<file path="src/rtl/amsd_pkg.sv">
// Shared types, register codes and limits for the alpha mask dilation block.
package amsd_pkg;

    localparam int DEF_MAX_WIDTH  = 2048;
    localparam int DEF_MAX_RADIUS = 16;
    localparam int HEIGHT_LIMIT   = 2048;

    localparam int ALPHA_W      = 8;
    localparam int POS_W        = 11;
    localparam int ROW_W        = 12;
    localparam int DIM_REG_W    = 12;
    localparam int RADIUS_REG_W = 5;
    localparam int CFG_INDEX_W  = 4;
    localparam int CFG_DATA_W   = 12;
    localparam int OUTQ_DEPTH   = 4;

    localparam logic [CFG_INDEX_W-1:0] REG_IMAGE_WIDTH     = 4'd0;
    localparam logic [CFG_INDEX_W-1:0] REG_IMAGE_HEIGHT    = 4'd1;
    localparam logic [CFG_INDEX_W-1:0] REG_DILATION_RADIUS = 4'd2;
    localparam logic [CFG_INDEX_W-1:0] REG_ALPHA_THRESHOLD = 4'd3;

    localparam logic [DIM_REG_W-1:0]    RST_IMAGE_WIDTH     = 12'd64;
    localparam logic [DIM_REG_W-1:0]    RST_IMAGE_HEIGHT    = 12'd64;
    localparam logic [RADIUS_REG_W-1:0] RST_DILATION_RADIUS = 5'd0;
    localparam logic [ALPHA_W-1:0]      RST_ALPHA_THRESHOLD = 8'd5;

    typedef struct packed {
        logic [ALPHA_W-1:0] alpha;
        logic               is_drain;
    } t_in_item;

    typedef struct packed {
        logic             occupied;
        logic [POS_W-1:0] out_col;
        logic [POS_W-1:0] out_row;
        logic             run_end;
        logic             frame_end;
    } t_out_item;

    // One column operation handed from the sequencer to the history stage.
    typedef struct packed {
        logic             write;
        logic             hb;
        logic [ROW_W-1:0] y;
        logic             emit;
        logic [POS_W-1:0] col;
        logic [POS_W-1:0] row;
        logic             fend;
        logic             run_end;
    } t_op;

endpackage

</file>
<file path="src/rtl/amsd_outq.sv">
// Small output queue that decouples result items from downstream stalls.
module amsd_outq import amsd_pkg::*; (
    input  logic                              i_clk,
    input  logic                              i_rst_n,
    input  logic                              i_push,
    input  t_out_item                         i_data,
    output logic [$clog2(OUTQ_DEPTH+1)-1:0]   o_count,
    output logic                              o_valid,
    input  logic                              i_ready,
    output t_out_item                         o_data
);
    localparam int PW  = $clog2(OUTQ_DEPTH);
    localparam int QCW = $clog2(OUTQ_DEPTH + 1);

    t_out_item        r_q [OUTQ_DEPTH];
    logic [PW-1:0]    r_wr_ptr;
    logic [PW-1:0]    r_rd_ptr;
    logic [QCW-1:0]   r_count;
    logic             pop;

    assign pop     = o_valid && i_ready;
    assign o_valid = (r_count != '0);
    assign o_data  = r_q[r_rd_ptr];
    assign o_count = r_count;

    always_ff @(posedge i_clk) begin
        if (i_push) begin
            r_q[r_wr_ptr] <= i_data;
        end
    end

    always_ff @(posedge i_clk) begin
        if (!i_rst_n) begin
            r_wr_ptr <= '0;
            r_rd_ptr <= '0;
            r_count  <= '0;
        end else begin
            if (i_push) begin
                r_wr_ptr <= (r_wr_ptr == PW'(OUTQ_DEPTH - 1)) ? '0 : r_wr_ptr + PW'(1);
            end
            if (pop) begin
                r_rd_ptr <= (r_rd_ptr == PW'(OUTQ_DEPTH - 1)) ? '0 : r_rd_ptr + PW'(1);
            end
            r_count <= r_count + QCW'(i_push) - QCW'(pop);
        end
    end

    a_no_overflow: assert property (@(posedge i_clk) disable iff (!i_rst_n)
        i_push |-> (r_count != QCW'(OUTQ_DEPTH)))
        else $error("output queue overflow");

endmodule
</file>
<file path="config.mk">
export PLATFORM = sky130hd
export DESIGN_NAME = amsd_outq
export DESIGN_NICKNAME = d
export VERILOG_FILES = /design/src/rtl/amsd_pkg.sv /design/src/rtl/amsd_outq.sv
export SDC_FILE = /design/constraint.sdc
export NUM_CORES = 1
export LEC_CHECK = 0
export BUFFER_PORTS_ARGS = -buffer_cell sky130_fd_sc_hd__buf_2
export CORE_MARGIN = 1.5
export CORE_UTILIZATION = 30
export CTS_BUF_LIST = sky130_fd_sc_hd__clkbuf_8
export DETAILED_ROUTE_END_ITERATION = 6
export MAX_ROUTING_LAYER = met4
export PLACE_DENSITY = 0.45
export SKIP_LAST_GASP = 1
export SLEW_MARGIN = 20
export SYNTH_ARGS = -nofsm -noshare
export SYNTH_HDL_FRONTEND = slang
export SYNTH_SLANG_ARGS = --single-unit
</file>
<file path="constraint.sdc">
create_clock -name i_clk -period 2.17 [get_ports i_clk]
set_clock_uncertainty 0.1 [all_clocks]
set_input_delay 0.217 -clock i_clk [delete_from_list [all_inputs] [get_ports i_clk]]
set_output_delay 0.217 -clock i_clk [all_outputs]
set_load 0.01 [all_outputs]
</file>
==> summary.md, run 1 <==
| Metric | Value |
|---|---|
| Total CTS buffers | 9 |
| Number of routed nets with antenna violations | 0 |
| Placed cell areas | roughly 4600 um^2 |
| Pint | around 3500 uW |
| Vias/cell | 4.33 |
| Combinational share of power | 0.219 |
| Reg clk slew, reported paths | 100 ps |
| Maximum root-to-sink buffer count | 2 |
| Async SR Flop Fraction | 0 |
| Fin. Hold Viols | 0 |
| Multi-input gate area | 840 um^2 |
| Total power | ~4800 uW |
| Post-Place Worst Slack | about 140 ps |
| Net Sw Power | about 1200 uW |
| # placed instances | around 400 |
| Setup Total Neg Slack | 0 ps |
| WP data arrival | about 2200 ps |
| YS warnings | 0 |
| Actual slew at the worst max-slew pin | between 400 and 500 ps |
| Peak VDD IR | 0.000534 V |
| Vias in the first global route | around 2,100 |
| Clk pwr share | 0.262 |
| Status | finished clean |
| # nets final | approximately 310 |
| Area grow syn2layout | 23.6% |
| Final setup vio count | 0 |
| Grt total ovfl | 0 |
| Max Slew Vio Count | 0 |
| Number of synthesized flops with an enable pin | 100 |
| Die X | about 120 um |
| Number of remaining DRC errors | 0 |
| Synth Flop Type | edfxtp_1 |
| Seq/Total Area, Yosys | 0.774 |
| Global-route wire length before repair | around 11,000 um |
| Syn nets | between 200 and 250 |
| Detailed Routing Iterations Pass 1 | 4 |
| Flop pwr share | 0.519 |
| Ant diodes | 0 |
| Buffers added on ports | 57 |
| Fraction of layout instances using a drive strength above 1 | 0.371 |
| Post-layout instance area | approximately 5000 um^2 |
| Setup WS post-layout | between 100 and 150 ps |
| RSZ-0062 raised after global routing | false |
| Storage element area | ~3200 um^2 |
| CP endpoint kind | flip-flop |
| WL per Instance | between 15 and 20 um |
| Switching portion of total power | 0.261 |
| Lkg Pwr | 0.00177 uW |
| Final wirelength | 7130 um |
| Initial Util | 0.309 |
| CTS tree | yes |
| Yosys reg bits | 109 |
| Setup Crit Path Kind | flip-flop to flip-flop |
| Post-Synthesis Mean Instance Area | 23.5 um^2 |
| Vias | just under 2,000 |
| Worst skew pair latency | between 300 and 400 ps |
| Final weighted congestion in routability-driven placement | 0.676 |
| Post-CTS Setup Bufs | 0 |
| Number of I/O pins | slightly below 60 |
| Die H | 120 um |
| Number of max-cap violations | 0 |
| Synth Instances | around 180 |
| Finished Layout Cells | between 400 and 500 |
| Largest net degree at the start of global routing | 26 |
| Antenna violations before repair | 0 |
| Tmin final | a little over 2000 ps |
| FMAX | slightly below 500 MHz |
| CP Max Fanout | 5 |
| Worst slew margin | 0.730 |
| Critical Path Start Type | flip-flop |
| Post-Syn Area | 4110 um^2 |
| # fillers | 1,227 |
| Rows | 42 |
| Hold WC Path Type | input port to flip-flop |
| Final worst-path cycle share | 0.937 |
| Commonest non-fill, non-tap cell in the layout | edfxtp_1 |
| CTS H-tree depth | 3 |
| Detailed Place HPWL | ~4200 um |
| Clock Sinks | approximately 110 |
| Clk root buf | clkbuf_8 |
| Global-route usage over all layers | 0.110 |
| Most frequent cells in the layout | edfxtp_1 (100), buf_2 (57), dlygate4sd3_1 (26) |
| Critical Path RT | about 2300 ps |
| Die area | 14,400 um^2 |
| 1st-iter DRT viols | between 100 and 150 |
| Power Density | 937 nW/um^2 |
| CORE AREA | between 10,000 and 15,000 um^2 |
| Post-synthesis cell type count | 21 |
==> layer usage <==
metal / GRT usage / vias to the layer above / routed length (um)
met5: - / - / 0
met4: 0.0379 / 0 / 84
met3: 0.0371 / 5 / 295
met2: 0.176 / 43 / 3560
met1: 0.131 / 999 / 3200
li1: - / 906 / -
==> registers in the layout (all words and copies together) (netlist names), named ones only <==
name / flops
o_count: 3
r_q: 100
r_rd_ptr: 2
r_wr_ptr: 2
==> Yosys cell counts (3+ instances only) <==
library cell    n  area share
ha_1            7       0.021
and2_1          5      0.0076
dfxtp_1         9       0.044
nand2_1         3      0.0027
mux4_1          5       0.032
mux4_2         20        0.11
inv_1           6      0.0055
edfxtp_1      100        0.73
nor2_1          3      0.0027
mux2i_1         3      0.0073
==> per-stage QoR <==
step / utilization / hold slack [ps]
after floorplan: - / 216
after global placement: 0.347 / 336
after detailed placement: 0.347 / 340
after CTS: 0.382 / 67.5
after global routing: 0.382 / 104
final: 0.382 / 86.9
==> power by group through the flow <==
stage	sequential, uW	clock [uW]	combinational (uW)
6_report	2470	1250	1040
5_1_grt	2480	1380	1150
4_1_cts	2470	1300	1090
3_5_place_dp	2520	0	1050
3_3_place_gp	2520	0	1040
2_1_floorplan	2520	0	724
==> worst max-delay path, stage by stage, from the launching register on <==
cell and delay (ps):
dfxtp_1 380, o31a_1 350, ha_1 280, inv_1 50
ha_1 120, inv_1 50, fa_1 360, xnor3_1 200
nor2_1 40
==> timing repair <==
action / 4_1_cts / 5_1_grt
endpoints found under the setup margin: 0 / 0
gates resized for setup: 0 / 0
hold buffers: 26 / 0
endpoints found under the hold margin: 101 / 0
==> cell families after synthesis <==
logic type | Yosys count | share of synthesized area
buffers and inverters | 12 | 0.0216
XOR/XNOR | 1 | 0.00548
adder cells (fa/ha/maj) | 8 | 0.0262
AND/OR/NAND/NOR | 15 | 0.0204
multiplexers | 28 | 0.149
AO/OA/AOI/OAI | 2 | 0.00335
flip-flops | 109 | 0.774
==> final timing paths <==
path | start | to | slack [ps] | cells after the start
max | o_count[1] | o_count[2] | 140 | 8
min | i_push | r_wr_ptr[1] | 90 | 3
max reg2reg | o_count[1] | o_count[2] | 140 | 8
min reg2reg | r_rd_ptr[1] | flip-flop | 410 | 2
==> cell type report <==
cell class                 count  share of cell area
clock buffer                   9              0.0244
inverter                       6             0.00443
sequential                   109               0.627
tap                          176              0.0433
multi-input combinational     54               0.165
timing repair buffer          90               0.120
clock inverter                 7              0.0155
Note: power is estimated with default switching activity, not from simulation.
==> inputs of run 2 (changes only) <==
==> constraint.sdc (replaced) <==
create_clock -name i_clk -period 2.17 [get_ports i_clk]
set_clock_uncertainty 0.1 [all_clocks]
set_input_delay 0.434 -clock i_clk [delete_from_list [all_inputs] [get_ports i_clk]]
set_output_delay 0.434 -clock i_clk [all_outputs]
set_load 0.01 [all_outputs]
==> run 2 against run 1 <==
Total power rose by 5.8%; final cell count is 3.5% lower; largest power group unchanged; sequential share of layout area grew 0.17 points; sequential power hardly changed; critical endpoint is now o_data[13]; the flow now finishes with violations (negative setup slack); hold slack better by 87 ps.
==> summary.md, run 2 (synthesis gave the netlist of run 1 again) <==
| Metric | Value |
|---|---|
| Buf+Inv Stages, Crit Path | 3 (+1) |
| Tmin final | 2190 ps (+159 ps) |
| Actual slew at the worst max-slew pin | 299 ps (-106 ps) |
| Failing checks | negative setup slack |
| Vias in the first global route | 2,082 (+0.39%) |
| # fillers | 1,249 (+1.8%) |
| Clock Sinks | 109 (unchanged) |
| Number of remaining DRC errors | 0 (unchanged) |
| Detailed Routing Iterations Pass 1 | 4 (unchanged) |
| Post-layout instance area | 5070 um^2 (-0.20%) |
| Critical Path, Cell by Cell | buf_12, buf_12, mux4_2, buf_6 |
| Worst slew margin | 0.801 (+0.0706) |
| Power Density | 994 nW/um^2 (+6.0%) |
| Max Slew Vio Count | 0 (unchanged) |
| Fin. Hold Viols | 0 (unchanged) |
| Largest net degree at the start of global routing | 26 (unchanged) |
| RSZ-0062 raised after global routing | true |
| Delay of the slowest cell on the worst path | 510 ps (+130 ps) |
| Reg clk slew, reported paths | 100 ps (about the same) |
| WP data arrival | 1660 ps (-550 ps) |
| Buffers added on ports | 57 (unchanged) |
| FMAX | 456 MHz (-7.2%) |
| Final setup vio count | 13 (+13) |
| Peak VDD IR | 0.000368 V (-31%) |
| Critical Path Start Type | flip-flop |
| Total CTS buffers | 9 (unchanged) |
| Commonest non-fill, non-tap cell in the layout | edfxtp_1 |
| CP endpoint kind | primary output |
| Largest register FFs | 100 (unchanged) |
| CTS H-tree depth | 3 (unchanged) |
| Rows | 42 (unchanged) |
| Number of hold buffers added after cts | 0 (-100%) |
| Detailed Place HPWL | 4490 um (+6.9%) |
| WL per Instance | 17.0 um (+7.5%) |
| Final weighted congestion in routability-driven placement | 0.690 (+2.1%) |
| Top reg by flops | r_q |
| CP Max Fanout | 5 (unchanged) |
| Placed cell areas | 4670 um^2 (+1.1%) |
| # nets final | 290 (-5.5%) |
| Vias/cell | 4.42 (+2.1%) |
| Worst skew pair latency | 370 ps (about the same) |
| 1st-iter DRT viols | 181 (+53%) |
| Initial Util | 0.309 (unchanged) |
| Fraction of layout instances using a drive strength above 1 | 0.438 (+0.0671) |
| Area grow syn2layout | 23.3% |
| Final wirelength | 7400 um (+3.7%) |
| CP delay by family, top | multiplexers |
| Maximum root-to-sink buffer count | 2 (unchanged) |
| Lkg Pwr | 0.00176 uW (-0.41%) |
| Number of max-cap violations | 0 (unchanged) |
| Number of I/O pins | 58 (unchanged) |
| Status | finished, violations left |
| Die X | 120 um (unchanged) |
| Die H | 120 um (unchanged) |
| Global-route usage over all layers | 0.113 (+0.00301) |
| CP most frequent cell | buf_12 |
| Grt total ovfl | 0 (unchanged) |
| Setup WS post-layout | -21.6 ps (-159 ps) |
| Antenna violations before repair | 1 (+1) |
| Die area | 14,400 um^2 (unchanged) |
| CORE AREA | 13,300 um^2 (unchanged) |
| Total power | 5040 uW (+5.8%) |
| Number of routed nets with antenna violations | 0 (unchanged) |
| Clk root buf | clkbuf_8 |
| Global-route wire length before repair | 11,500 um (+1.3%) |
| Most frequent cells in the layout | edfxtp_1 (100), buf_2 (44), mux4_2 (22) |
| CP max-delay cell | mux4_2 |
| Final worst-path cycle share | 1.01 (+0.0731) |
| Vias | 1,923 (-1.5%) |
| Setup Crit Path Kind | flip-flop to primary output |
| CTS tree | yes |
| Critical Path RT | 1640 ps (-700 ps) |
| Hold WC Path Type | input port to flip-flop |
==> run 2: cell count changes in the layout (fill, tap and decap cells not counted), sizes merged <==
| cell | delta |
|---|---|
| buf | +8 |
| clkbuf | +3 |
| clkinv | +1 |
| diode | +1 |
| dlygate4sd3 | -26 |
| inv | -3 |
==> run 2: power breakdown <==
group | switching, uW | leakage [uW] | total [uW] | internal (uW)
clock network | 649 | 0.000107 | 1240 | 589
registers | 69.0 | 0.000993 | 2490 | 2420
logic | 541 | 0.000661 | 1310 | 770
==> run 2: stage by stage <==
stage | setup TNS [ps] | worst slack, ps | cells | hold WS (ps) | utilization
finish | -119 | -21.6 | 435 | 174 | 0.381
global route | -1070 | -86.5 | 435 | 165 | 0.381
CTS | -507 | -50.3 | 433 | 156 | 0.373
detailed placement | 0 | 114 | 411 | 398 | 0.351
global placement | 0 | 145 | 411 | 402 | 0.351
floorplan | 0 | 176 | 175 | 361 | -
==> run 2: cell type report <==
type                            instances  area [um^2]  share of cell area
Inverter                                6         22.5             0.00444
Sequential cell                       109         3190               0.629
Clock buffer                           11          151              0.0299
Tap cell                              176          220              0.0434
Clock inverter                          5         51.3              0.0101
Multi-Input combinational cell         54          832               0.164
Antenna cell                            1         2.50            0.000494
Timing Repair Buffer                   73          603               0.119
==> run 2: final timing paths <==
path	endpoint	slack [ps]	start	cells after the start
worst min register to register	r_rd_ptr[1]	410	r_rd_ptr[1]	2
worst min-delay path	r_q[1][8]	170	i_data[8]	1
worst max-delay path	o_data[13]	-20	flip-flop	4
worst max register to register	o_count[2]	140	o_count[2]	8
==> run 2: per-layer routing <==
metal | vias up | routed length (um) | GRT usage
met4 | 0 | 155 | 0.0536
met5 | - | 0 | -
met2 | 42 | 3660 | 0.175
li1 | 869 | - | -
met3 | 15 | 327 | 0.0261
met1 | 997 | 3250 | 0.141
==> run 2: repair_timing <==
action,4_1_cts,5_1_grt
setup buffers,6,0
cloned,0,1
pin swaps,0,1
endpoints found under the setup margin,12,18
gates resized for setup,3,19
==> inputs of run 3 (changes only) <==
CORE_UTILIZATION = 59   (was 30)
PLACE_DENSITY = 0.8   (was 0.45)
==> run 3 against run 2 <==
Flip-flop and latch count unchanged; the run now ends clean; sequential power hardly changed; critical path depth fell by 1; register-to-register slack worse by 30 ps; die area decreased by 48%; combinational power fell by 11%; sequential share of layout area increased by 2.3 points; cell area is 3.5% lower; utilization is 34 points higher; largest cell class unchanged; critical path type unchanged; hold slack gained 11 ps.
==> summary.md, run 3 (synthesis gave the netlist of run 1 again) <==
| Metric | Value |
|---|---|
| Initial Util | 0.609 (+0.299) |
| Final wirelength | 6410 um (-13%) |
| 1st-iter DRT viols | 170 (-6.1%) |
| Clk root buf | clkbuf_8 |
| Status | finished clean |
| Largest net degree at the start of global routing | 26 (unchanged) |
| Worst skew pair latency | 350 ps (-20 ps) |
| Critical Path, Cell by Cell | buf_6, mux4_2, buf_2 |
| Number of I/O pins | 58 (unchanged) |
| # fillers | 409 (-67%) |
| Maximum root-to-sink buffer count | 2 (unchanged) |
| Vias/cell | 5.75 (+30%) |
| Final setup vio count | 0 (-13) |
| WL per Instance | 19.3 um (+14%) |
| CP Max Fanout | 5 (unchanged) |
| Buffers added on ports | 57 (unchanged) |
| Critical Path RT | 1640 ps (about the same) |
| Area grow syn2layout | 19.0% |
| Detailed Routing Iterations Pass 1 | 4 (unchanged) |
| Ant diodes | 0 (-1) |
| Vias in the first global route | 1,844 (-11%) |
| Switching portion of total power | 0.233 (-0.0165) |
| Fraction of layout instances using a drive strength above 1 | 0.433 (-0.00544) |
| Most frequent cells in the layout | edfxtp_1 (100), buf_2 (46), mux4_2 (24) |
| Largest register FFs | 100 (unchanged) |
| Top reg by flops | r_q |
| Clk pwr share | 0.292 (+0.046) |
| CP max-delay cell | mux4_2 |
| Tmin final | 2160 ps (-29.9 ps) |
| Power Density | 1060 nW/um^2 (+6.5%) |
| Lkg Pwr | 0.00173 uW (-2.0%) |
| Die H | 86.5 um (-28%) |
| Grt total ovfl | 0 (unchanged) |
| CP endpoint kind | primary output |
| Vias | 1,909 (-0.73%) |
| Peak VDD IR | 0.000591 V (+61%) |
| Clock Sinks | 109 (unchanged) |
| Final Util | 0.724 (+0.343) |
| RSZ-0062 raised after global routing | true |
| Rows | 30 (-29%) |
| CTS H-tree depth | 3 (unchanged) |
| CP delay by family, top | multiplexers |
| Combinational share of power | 0.225 (-0.035) |
| Hold WC Path Type | input port to flip-flop |
| Final worst-path cycle share | 0.996 (-0.0138) |
| Number of routed nets with antenna violations | 0 (unchanged) |
| # nets final | 284 (-2.1%) |
| Actual slew at the worst max-slew pin | 405 ps (+106 ps) |
| Critical Path Start Type | flip-flop |
| Number of remaining DRC errors | 0 (unchanged) |
| Max Slew Vio Count | 0 (unchanged) |
| Reg clk slew, reported paths | 90 ps (about the same) |
| Commonest non-fill, non-tap cell in the layout | edfxtp_1 |
| Pint | 3970 uW (+5.0%) |
| Net Sw Power | 1210 uW (-4.0%) |
| Die X | 86.5 um (-28%) |
| Total CTS buffers | 9 (unchanged) |
| FMAX | 463 MHz (+1.4%) |
| Global-route usage over all layers | 0.189 (+0.0754) |
| WP data arrival | 1630 ps (-30 ps) |
| Number of max-cap violations | 0 (unchanged) |
| Worst slew margin | 0.730 (-0.0705) |
| Antenna violations before repair | 0 (-1) |
| Delay of the slowest cell on the worst path | 510 ps (about the same) |
| Final weighted congestion in routability-driven placement | 0.674 (-2.2%) |
| Buf+Inv Stages, Crit Path | 2 (-1) |
| Global-route wire length before repair | 9650 um (-16%) |
| CORE AREA | 6760 um^2 (-49%) |
| Fin. Hold Viols | 0 (unchanged) |
| Die area | 7480 um^2 (-48%) |
| Detailed Place HPWL | 3880 um (-14%) |
| Setup Crit Path Kind | flip-flop to primary output |
| Total power | 5180 uW (+2.7%) |
| Flop pwr share | 0.483 (-0.011) |
| CTS tree | yes |
## run 3: path summary, 6_finish.rpt
kind	startpoint	end	slack, ps	depth (start not counted)
worst max-delay path	flip-flop	o_data[16]	8	3
worst min-delay path	i_data[21]	r_q[3][21]	180	1
worst max register to register	o_count[1]	o_count[2]	110	8
worst min register to register	r_rd_ptr[0]	flip-flop	400	2
## run 3: power groups by stage
| stage | Sequential [uW] | Clock [uW] | Combinational [uW] |
|---|---|---|---|
| final | 2500 | 1510 | 1170 |
| after global routing | 2510 | 1630 | 1260 |
| after CTS | 2500 | 1540 | 1090 |
| after detailed placement | 2540 | 0 | 1020 |
| after global placement | 2530 | 0 | 1000 |
| after floorplan | 2520 | 0 | 724 |
## run 3: area by class of cell
| class | count | area, um^2 | area share |
|---|---|---|---|
| inverters | 6 | 22.5 | 0.00460 |
| well taps | 80 | 100 | 0.0205 |
| multi-input cells | 54 | 825 | 0.169 |
| clock inverters | 7 | 139 | 0.0284 |
| clock buffers | 9 | 124 | 0.0253 |
| repair buffers | 67 | 494 | 0.101 |
| flip-flops and latches | 109 | 3190 | 0.652 |
## run 3: worst reg2reg max path, stage by stage, from the launching register on
cell and delay [ps]:
dfxtp_1 370, o31a_1 350, ha_1 280, inv_1 60
ha_1 130, inv_1 40, fa_1 370, xnor3_1 210
nor2_1 50
## run 3: what timing repair did
action	in CTS	in global routing
endpoints found under the setup margin	21	24
gates resized for setup	4	15
gates cloned	1	0
setup buffers	1	0
hold buffers	0	0
## run 3: per-stage QoR
step | area, um^2 | hold slack [ps] | instances | TNS [ps] | setup slack [ps]
CTS | 4840 | 165 | 332 | -401 | -78.6
finish | 4890 | 184 | 332 | 0 | 8.33
detailed placement | 4530 | 382 | 314 | 0 | 134
global placement | 4530 | 389 | 314 | 0 | 165
floorplan | 4110 | 361 | 175 | 0 | 176
global route | 4890 | 159 | 332 | -944 | -69.9
## run 3: per-layer routing
layer | GRT usage | wire (um) | vias up
met5 | - | 0 | -
met3 | 0.0552 | 301 | 4
li1 | - | - | 855
met4 | 0.0616 | 35 | 0
met2 | 0.281 | 3280 | 61
met1 | 0.257 | 2800 | 989
